$ cat config.mk
export PLATFORM = sky130hd
export DESIGN_NAME = grid_block_allocator_core
export DESIGN_NICKNAME = d
export VERILOG_FILES = /design/src/hw/rtl/gba_pkg.sv /design/src/hw/rtl/grid_block_allocator_core.sv
export VERILOG_INCLUDE_DIRS = /design/src /design/src/hw/rtl
export SDC_FILE = /design/constraint.sdc
export NUM_CORES = 1
export LEC_CHECK = 0
export ABC_AREA = 1
export BUFFER_PORTS_ARGS = -buffer_cell sky130_fd_sc_hd__clkbuf_2
export CORE_UTILIZATION = 35
export DETAILED_ROUTE_END_ITERATION = 16
export PLACE_DENSITY = 0.59
export SLEW_MARGIN = 20
export SYNTH_ARGS = -nofsm -noshare
export SYNTH_HDL_FRONTEND = slang
export SYNTH_SLANG_ARGS = --single-unit
$ cat constraint.sdc
create_clock -name clk_i -period 7.1 [get_ports clk_i]
set_input_delay 1.42 -clock clk_i [delete_from_list [all_inputs] [get_ports clk_i]]
set_output_delay 1.42 -clock clk_i [all_outputs]
set_load 0.1 [all_outputs]
$ cat src/hw/rtl/grid_block_allocator_core_assert.svh
// Assertion macros for the grid block allocator.
// Used by grid_block_allocator_core; no other dependencies.
`ifndef GRID_BLOCK_ALLOCATOR_CORE_ASSERT_SVH
`define GRID_BLOCK_ALLOCATOR_CORE_ASSERT_SVH
`ifndef ASSERT_OFF
`define GBA_ASSERT(lbl, clk, rstn, prop) \
  lbl: assert property (@(posedge clk) disable iff (!rstn) prop) \
    else $error("grid block allocator assertion failed");
`define GBA_ASSERT_NR(lbl, clk, prop) \
  lbl: assert property (@(posedge clk) prop) \
    else $error("grid block allocator assertion failed");
`else
`define GBA_ASSERT(lbl, clk, rstn, prop)
`define GBA_ASSERT_NR(lbl, clk, prop)
`endif
`endif

$ cat src/hw/rtl/gba_pkg.sv
// Shared types and codes for the grid block allocator.
// No dependencies.
`default_nettype none

package gba_pkg;

  localparam logic REQ_RESERVE = 1'b0;
  localparam logic REQ_RELEASE = 1'b1;

  localparam logic MODE_EVERY   = 1'b0;
  localparam logic MODE_ALIGNED = 1'b1;

  typedef struct packed {
    logic       granted;
    logic [1:0] start_row;
    logic [1:0] start_col;
  } gba_result_t;

endpackage

`default_nettype wire

$ cat src/hw/rtl/grid_block_allocator_core.sv
// First-fit allocator of rectangular core blocks on a grid, top level.
// Depends on gba_pkg and grid_block_allocator_core_assert.svh.
`default_nettype none

// The block keeps one busy bit per core in flip-flops and serves one item at a time. A reserve
// item tests one candidate origin per cycle with a single shared block-overlap check, so it
// holds in_stall_o high until its result moves to the output register, trying at most
// GRID_ROWS * GRID_COLS origins; a release item passes through the scan state once, and a zero
// or oversize reserve skips it. The result goes to an output register, so the next item may be
// accepted while it waits; a new result waits in its final state until that register is free.
module grid_block_allocator_core #(
  parameter int GRID_ROWS = 4,
  parameter int GRID_COLS = 4
) (
  input  wire logic       clk_i,
  input  wire logic       rst_ni,
  input  wire logic       in_valid_i,
  output logic            in_stall_o,
  input  wire logic       req_type_i,
  input  wire logic       search_mode_i,
  input  wire logic [2:0] block_rows_i,
  input  wire logic [2:0] block_cols_i,
  input  wire logic [1:0] region_row_i,
  input  wire logic [1:0] region_col_i,
  output logic            out_valid_o,
  input  wire logic       out_stall_i,
  output logic            granted_o,
  output logic [1:0]      start_row_o,
  output logic [1:0]      start_col_o
);

  localparam int CELLS = GRID_ROWS * GRID_COLS;
  localparam int RW    = $clog2(GRID_ROWS + 16);
  localparam int CW    = $clog2(GRID_COLS + 16);

  localparam logic [1:0] ST_IDLE = 2'd0;
  localparam logic [1:0] ST_SCAN = 2'd1;
  localparam logic [1:0] ST_DONE = 2'd2;

  logic [1:0]           state_q, state_d;
  logic                 req_q, req_d;
  logic                 mode_q, mode_d;
  logic [2:0]           h_q, h_d;
  logic [2:0]           w_q, w_d;
  logic [RW-1:0]        row_q, row_d;
  logic [CW-1:0]        col_q, col_d;
  logic [CELLS-1:0]     busy_q, busy_d;
  gba_pkg::gba_result_t res_q, res_d;
  gba_pkg::gba_result_t out_q, out_d;
  logic                 out_valid_q, out_valid_d;

  logic [CELLS-1:0] blk_mask;
  logic             blk_free;
  logic             in_acc;
  logic             size_bad;
  logic [RW-1:0]    step_r, row_nx;
  logic [CW-1:0]    step_c, col_nx;

  assign in_acc = in_valid_i && !in_stall_o;
  assign in_stall_o = (state_q != ST_IDLE);

  assign size_bad = (block_rows_i == 3'd0) || (block_cols_i == 3'd0) ||
                    (RW'(block_rows_i) > RW'(GRID_ROWS)) ||
                    (CW'(block_cols_i) > CW'(GRID_COLS));

  always_comb begin
    for (int i = 0; i < GRID_ROWS; i++) begin
      for (int j = 0; j < GRID_COLS; j++) begin
        blk_mask[i*GRID_COLS+j] = (RW'(i) >= row_q) && (RW'(i) < row_q + RW'(h_q)) &&
                                  (CW'(j) >= col_q) && (CW'(j) < col_q + CW'(w_q));
      end
    end
  end

  assign blk_free = ~|(blk_mask & busy_q);
  assign step_r   = (mode_q == gba_pkg::MODE_ALIGNED) ? RW'(h_q) : RW'(1);
  assign step_c   = (mode_q == gba_pkg::MODE_ALIGNED) ? CW'(w_q) : CW'(1);
  assign row_nx   = row_q + step_r;
  assign col_nx   = col_q + step_c;

  always_comb begin
    state_d     = state_q;
    req_d       = req_q;
    mode_d      = mode_q;
    h_d         = h_q;
    w_d         = w_q;
    row_d       = row_q;
    col_d       = col_q;
    busy_d      = busy_q;
    res_d       = res_q;
    out_d       = out_q;
    out_valid_d = out_valid_q && out_stall_i;
    unique case (state_q)
      ST_IDLE: begin
        if (in_acc) begin
          req_d = req_type_i;
          mode_d = search_mode_i;
          h_d = block_rows_i;
          w_d = block_cols_i;
          res_d = '0;
          if (req_type_i == gba_pkg::REQ_RELEASE) begin
            row_d = RW'(region_row_i);
            col_d = CW'(region_col_i);
            state_d = ST_SCAN;
          end else if (size_bad) begin
            state_d = ST_DONE;
          end else begin
            row_d = '0;
            col_d = '0;
            state_d = ST_SCAN;
          end
        end
      end
      ST_SCAN: begin
        if (req_q == gba_pkg::REQ_RELEASE) begin
          busy_d = busy_q & ~blk_mask;
          res_d.granted = 1'b1;
          state_d = ST_DONE;
        end else if (blk_free) begin
          busy_d = busy_q | blk_mask;
          res_d.granted = 1'b1;
          res_d.start_row = row_q[1:0];
          res_d.start_col = col_q[1:0];
          state_d = ST_DONE;
        end else if (col_nx + CW'(w_q) <= CW'(GRID_COLS)) begin
          col_d = col_nx;
        end else if (row_nx + RW'(h_q) <= RW'(GRID_ROWS)) begin
          row_d = row_nx;
          col_d = '0;
        end else begin
          state_d = ST_DONE;
        end
      end
      ST_DONE: begin
        if (!out_valid_q || !out_stall_i) begin
          out_d = res_q;
          out_valid_d = 1'b1;
          state_d = ST_IDLE;
        end
      end
      default: begin
        state_d = ST_IDLE;
      end
    endcase
  end

  always_ff @(posedge clk_i or negedge rst_ni) begin
    if (!rst_ni) begin
      state_q     <= ST_IDLE;
      busy_q      <= '0;
      out_valid_q <= 1'b0;
    end else begin
      state_q     <= state_d;
      busy_q      <= busy_d;
      out_valid_q <= out_valid_d;
    end
  end

  always_ff @(posedge clk_i) begin
    req_q  <= req_d;
    mode_q <= mode_d;
    h_q    <= h_d;
    w_q    <= w_d;
    row_q  <= row_d;
    col_q  <= col_d;
    res_q  <= res_d;
    out_q  <= out_d;
  end

  assign out_valid_o = out_valid_q;
  assign granted_o   = out_q.granted;
  assign start_row_o = out_q.start_row;
  assign start_col_o = out_q.start_col;

`include "grid_block_allocator_core_assert.svh"

  `GBA_ASSERT(a_map_only_in_scan, clk_i, rst_ni, (state_q != ST_SCAN) |=> $stable(busy_q))
  `GBA_ASSERT(a_accept_leaves_idle, clk_i, rst_ni, in_acc |=> (state_q != ST_IDLE))
  `GBA_ASSERT(a_fail_zero_coords, clk_i, rst_ni, (out_valid_o && !granted_o) |-> (out_q == '0))
  `GBA_ASSERT(a_result_from_done, clk_i, rst_ni, $rose(out_valid_o) |-> ($past(state_q) == ST_DONE))
  `GBA_ASSERT_NR(a_reset_idle, clk_i, !rst_ni |=> (state_q == ST_IDLE && !out_valid_o))

endmodule

`default_nettype wire
### After elaboration in Yosys (flattened, before gate mapping)

Cells that the tools add are included.

| operators by class | value |
|---|---|
| add/sub/neg operators | 6 |
| order comparisons | 20 |
| equality and inequality tests | 15 |
| multiplexer cells | 35 |
| bitwise gates (word level) | 4 |
| reduce and logical (&&, ||, !) cells | 59 |

Operators by type and width:

| operator | count |
|---|---|
| $mux 5 | 15 |
| $logic_and 1x1->1 | 38 |
| $and 16x16->16 | 2 |
| $mux 16 | 2 |
| $add 5x3->5 | 6 |
| $pmux 5 s2 | 3 |
| $ge 1x5->1 const A | 4 |
| $ge 2x5->1 const A | 4 |
| $lt 1x5->1 const A | 4 |
| $lt 2x5->1 const A | 4 |
| $mux 2 | 8 |
| $ne 2x2->1 const B | 8 |
| $not 16->16 | 1 |
| $or 16x16->16 | 1 |
| $reduce_or 16->1 | 1 |
| $le 5x3->1 const B | 2 |
| $ne 3x3->1 const B | 3 |
| $ne 4x4->1 const B | 2 |
| $reduce_and 4->1 | 2 |
| $reduce_and 7->1 | 1 |
| $gt 3x3->1 const B | 2 |
| $logic_not 3->1 | 2 |
| $mux 3 | 2 |
| $pmux 2 s3 | 1 |
| other kinds (11) | 21 |

| storage, ports and cells | value |
|---|---|
| bits in registers | 47 |
| input bits | 16 |
| output and inout port bits | 7 |
| word-level logic and storage cells | 154 |

### Longest topological paths before layout

| logic depth | value |
|---|---|
| word-level depth | 10 |
| mapped depth | 21 |
| mapped depth without buffers | 20 |

### Worst setup path before layout

No wires, ideal clock.

| timing | value |
|---|---|
| path type | flip-flop to flip-flop |
| from | register mode_q |
| to | register row_q[0], enable pin |
| library setup time | 0.351 ns |
| arrival time | 2.820 ns |
| required time | 6.749 ns |
| path slack | 3.929 ns |
| cell stages (with the launch flop) | 18 |
| buffers on the path | 0 |
| clock period less this slack | 3.171 ns |
| cell sequence | edfxtp_1 -> nand2_1 -> ha_1 -> inv_1 -> fa_1 -> or2_2 -> nand2_1 -> inv_1 -> ha_1 -> nand2_1 -> nand2_1 -> a31oi_1 -> inv_1 -> o21ai_0 -> nor2_1 -> nand2_1 -> nand3_1 -> a21oi_1 |

| between the ends | value |
|---|---|
| cells in the longest elaborated chain, start to end | 6 |
| elaborated cells on any way between the ends | 11 |
| those cells by class | add/sub (4); order compare (2); eq/ne (2); mux (2); reduce/logical (1) |

RTL lines:

| item | line | text |
|---|---|---|
| start: declaration | grid_block_allocator_core.sv:42 | `logic mode_q, mode_d;` |
| start signal: assignment | grid_block_allocator_core.sv:161 | `mode_q <= mode_d;` |
| $mux 3 | grid_block_allocator_core.sv:77 | `assign step_c = (mode_q == gba_pkg::MODE_ALIGNED) ? CW'(w_q) : CW'(1);` |
| $add 5x3->5 | grid_block_allocator_core.sv:79 | `assign col_nx = col_q + step_c;` |
| net col_nx[2] | grid_block_allocator_core.sv:57 | `logic [CW-1:0] step_c, col_nx;` |
| $add 5x3->5 | grid_block_allocator_core.sv:125 | `end else if (col_nx + CW'(w_q) <= CW'(GRID_COLS)) begin` |
| $le 5x3->1 | grid_block_allocator_core.sv:125 |  |
| $ne 2x2->1 (no source line) | n/a |  |
| $reduce_and 7->1 (no source line) | n/a |  |
| end signal: assignment | grid_block_allocator_core.sv:164 | `row_q <= row_d;` |
| end: declaration | grid_block_allocator_core.sv:45 | `logic [RW-1:0] row_q, row_d;` |

The timed path passes the listed nets, and every way through them passes these cells.
A chain may end at the register's enable or synchronous reset.

### Final worst setup path

| timing | value |
|---|---|
| from | register col_q[0] |
| to | register row_q[1], enable pin |

| between the ends | value |
|---|---|
| elaborated cells on any way between the ends | 49 |
| those cells by class | add/sub (3); order compare (9); eq/ne (2); bitwise (1); reduce/logical (34) |

RTL lines:

| item | line | text |
|---|---|---|
| start: declaration | grid_block_allocator_core.sv:46 | `logic [CW-1:0] col_q, col_d;` |
| start signal: assignment | grid_block_allocator_core.sv:165 | `col_q <= col_d;` |
| $add 5x3->5 | grid_block_allocator_core.sv:79 |  |
| net col_nx[2] | grid_block_allocator_core.sv:57 |  |
| $add 5x3->5 | grid_block_allocator_core.sv:125 |  |
| $le 5x3->1 | grid_block_allocator_core.sv:125 |  |
| $ne 2x2->1 (no source line) | n/a |  |
| $reduce_and 7->1 (no source line) | n/a |  |

The timed path passes the listed nets, and every way through them passes these cells.

==> metrics.md <==
| Metric | Value |
|---|---|
| First-pass GRT wire length | `about 13000 um` |
| Setup slack after layout | `3570 ps` |
| Yosys reg bits | `47` |
| Wirelength per Cell | `approximately 13 um` |
| Seq/Total Area, Yosys | `0.380` |
| Cts bufs inserted | `5` |
| Vias per inst | `4.95` |
| Setup bufs post-CTS | `0` |
| Ys flop type | `edfxtp_1` |
| Ys async rst share | `0.404` |
| Routed WL | `7370 um` |
| Final core occ | `0.398` |
| Post-CTS sizing | `0` |
| Total number of vias | `slightly below 3k` |
| Post-synth top cells | `99 x nand2_1, 53 x inv_1, 47 x nor2_1, 45 x nand3_1, 28 x edfxtp_1` |
| Cells on Worst Hold Path | `0` |
| Crit Path Class | `flip-flop to flip-flop` |
| Synth Net Count | `approximately 480` |
| # hold bufs at CTS | `0` |
| Syn Inst Count | `about 440` |
| Setup WS pre-CTS | `approximately 3600 ps` |
| Die W | `between 100 and 150 um` |
| Core Box Area | `roughly 9400 um2` |
| ANT nets after route | `0` |
| Area growth, synth to finish | `8.39%` |
| Largest net degree at the start of global routing | `40` |
| Max Cap Violations | `0` |
| Final hold slack | `~430 ps` |
| Worst-Skew Late Latency | `around 300 ps` |
| Avg Cell Area, Syn | `approximately 8 um2` |
| CTS max path bufs | `2` |
| Number of synthesized flops with an enable pin | `28` |
| Leakage power | `roughly 1.8 nW` |
| CP required | `7060 ps` |
| Hold Fails Final Rpt | `0` |
| Power density over the cells | `between 300 and 400 nW/um2` |
| Worst-case vdd ir drop | `between 0.2 and 0.25 mV` |
| N_diodes | `0` |
| Die H | `between 100 and 150 um` |
| Yosys top cell by area | `edfxtp_1` |
| R2R depth | `16` |
| CP Launch Type | `flip-flop` |
| Starting DRT DRC Count | `~230` |
| CP bufs+invs | `3` |
| Total Routing Usage GR | `0.160` |
| Port Buffer Count | `22` |
| Post-route clock skew | `roughly 11 ps` |
| Crit path max-delay family | `adder cells` |
| Row Count | `35` |
| Count leader, synth | `nand2_1` |
| Clock sinks | `47` |
| Slowest stage delay, CP | `between 500 and 600 ps` |
| CP max stage cell | `edfxtp_1` |
| CTS clock-pin slew for the worst setup and hold paths | `90 ps` |
| Synth top area share | `0.243` |
| Vias in the first global route | `about 2.7k` |
| Element type at the critical path end | `flip-flop` |
| Detailed Place HPWL | `between 5000 and 6000 um` |
| Final setup TNS | `0 ps` |
| Outcome | `finished, final reports clean` |
| Hold Path Class | `flip-flop to flip-flop` |
| CTS Root Cell | `clkbuf_8` |
| IO Count | `23` |
| Critical path arrival | `approximately 3500 ps` |
| RSZ-0062 raised after global routing | `false` |
| GP Congestion | `0.809` |
| Post-synth cell types | `41` |
| Max Clk Rate | `between 200 and 300 MHz` |
| Share of cells above drive strength 1 | `0.139` |
| Final setup viols | `0` |
| Reg2reg setup slack | `approximately 3600 ps` |
| Crit Path Max Fanout | `7` |
| DRT Pass-1 Iters | `4` |
| TritonCTS clock tree | `built` |
| Warnings, synthesis | `0` |
| CTS H-Tree Depth | `2` |
| Final min period | `3530 ps` |
| Most frequent CP cell | `nand2_1` |
| Grt ovf | `0` |
| Least-Margin Pin Slew | `709 ps` |
| Relative max-transition margin | `0.523` |
| Remaining DRCs | `0` |
| Final worst path period share | `0.497` |
| Top cells by area, synth | `edfxtp_1 24%, dfrtp_1 14%, nand2_1 11%, ha_1 6.5%, nand3_1 6.5%` |
| Levels on crit path | `16` |
| Final Slew Violations | `0` |
| Die area | `between 10000 and 15000 um2` |
| Initial antenna violation count | `0` |
| Number of nets in the layout | `492` |
| Crit-path cells | `ha_1 > inv_1 > fa_1 > or2_2 > nand2_1 > inv_1 > ha_1 > nand2_1 > nand2_1 > a31oi_1 > inv_1 > o21ai_0 > nor2_1 > nand2_1 > nand3_1 > a21oi_1` |
| Initial Util | `0.368` |
| Cell Area, Synth | `3460 um2` |
placed cells by master, fill, tap and decap left out, types with 3 or more instances in the layout:
master,netlist,final
nand4_1,22,22
nor2_1,47,46
inv_1,53,53
nand3_2,4,4
a21oi_2,4,4
edfxtp_1,28,28
nor3_1,12,12
a21oi_1,7,7
xnor2_1,4,4
clkbuf_8,0,5
nor2_2,7,8
nand2_1,99,99
o21ai_0,10,10
dfrtp_1,19,19
nand3_1,45,45
inv_2,3,3
xor2_1,8,8
clkbuf_2,0,22
nand2_2,6,6
fa_1,6,6
ha_1,18,18
power by group:
group	switching [mW]	internal (mW)
combinational	0.431	0.182
clock	0.0893	0.105
sequential	0.0500	0.366
metal layers:
layer / wire, um / GRT usage / up-vias / part of all wire
met2: 3400 / 0.269 / 81 / 0.46
met4: 91 / 0.0435 / 0 / 0.012
met1: 3510 / 0.214 / 1317 / 0.48
li1: - / - / 1474 / -
met3: 369 / 0.0242 / 10 / 0.050
met5: 0 / 0 / - / 0
final timing paths:
path | startpoint | to
min reg2reg | res_q[4]$_SDFFCE_PN0P_ | granted_o$_DFFE_PP_
max reg2reg | col_q[0]$_DFFE_PP_ | row_q[1]$_DFFE_PP_
min in group asynchronous | rst_ni | asynchronous set/reset pin
min | res_q[4]$_SDFFCE_PN0P_ | granted_o$_DFFE_PP_
max in group asynchronous | rst_ni | state_q[0]$_DFFE_PN0P_
max | col_q[0]$_DFFE_PP_ | row_q[1]$_DFFE_PP_
area by class of cell:
cell class | count | area, um2
fillers | 979 | 5660
multi-input cells | 318 | 1830
flip-flops and latches | 47 | 1320
inverters | 57 | 214
well taps | 129 | 161
repair buffers | 23 | 118
clock buffers | 6 | 72.6
clock inverters | 2 | 37.5
kinds of logic (layout without fill, tap and decap cells):
group                      Yosys count  in the layout  share of synthesized area
buffers and inverters               70             88                     0.0911
xor gates and xnor gates            12             12                     0.0304
adders and majority gates           24             24                     0.0998
DFF                                 47             47                      0.380
AOI/OAI and AO/OA                   33             33                     0.0615
and+or+nand+nor                    249            249                      0.337
through the flow:
step / area, um2 / cells / power (mW)
6_report: 3750 / 582 / 1.22
2_1_floorplan: 3460 / 435 / 0.913
5_1_grt: 3750 / 582 / 1.32
3_5_place_dp: 3640 / 574 / 1.03
4_1_cts: 3750 / 582 / 1.23
3_3_place_gp: 3640 / 574 / 1.02
Note: power is estimated with default switching activity, not from simulation.
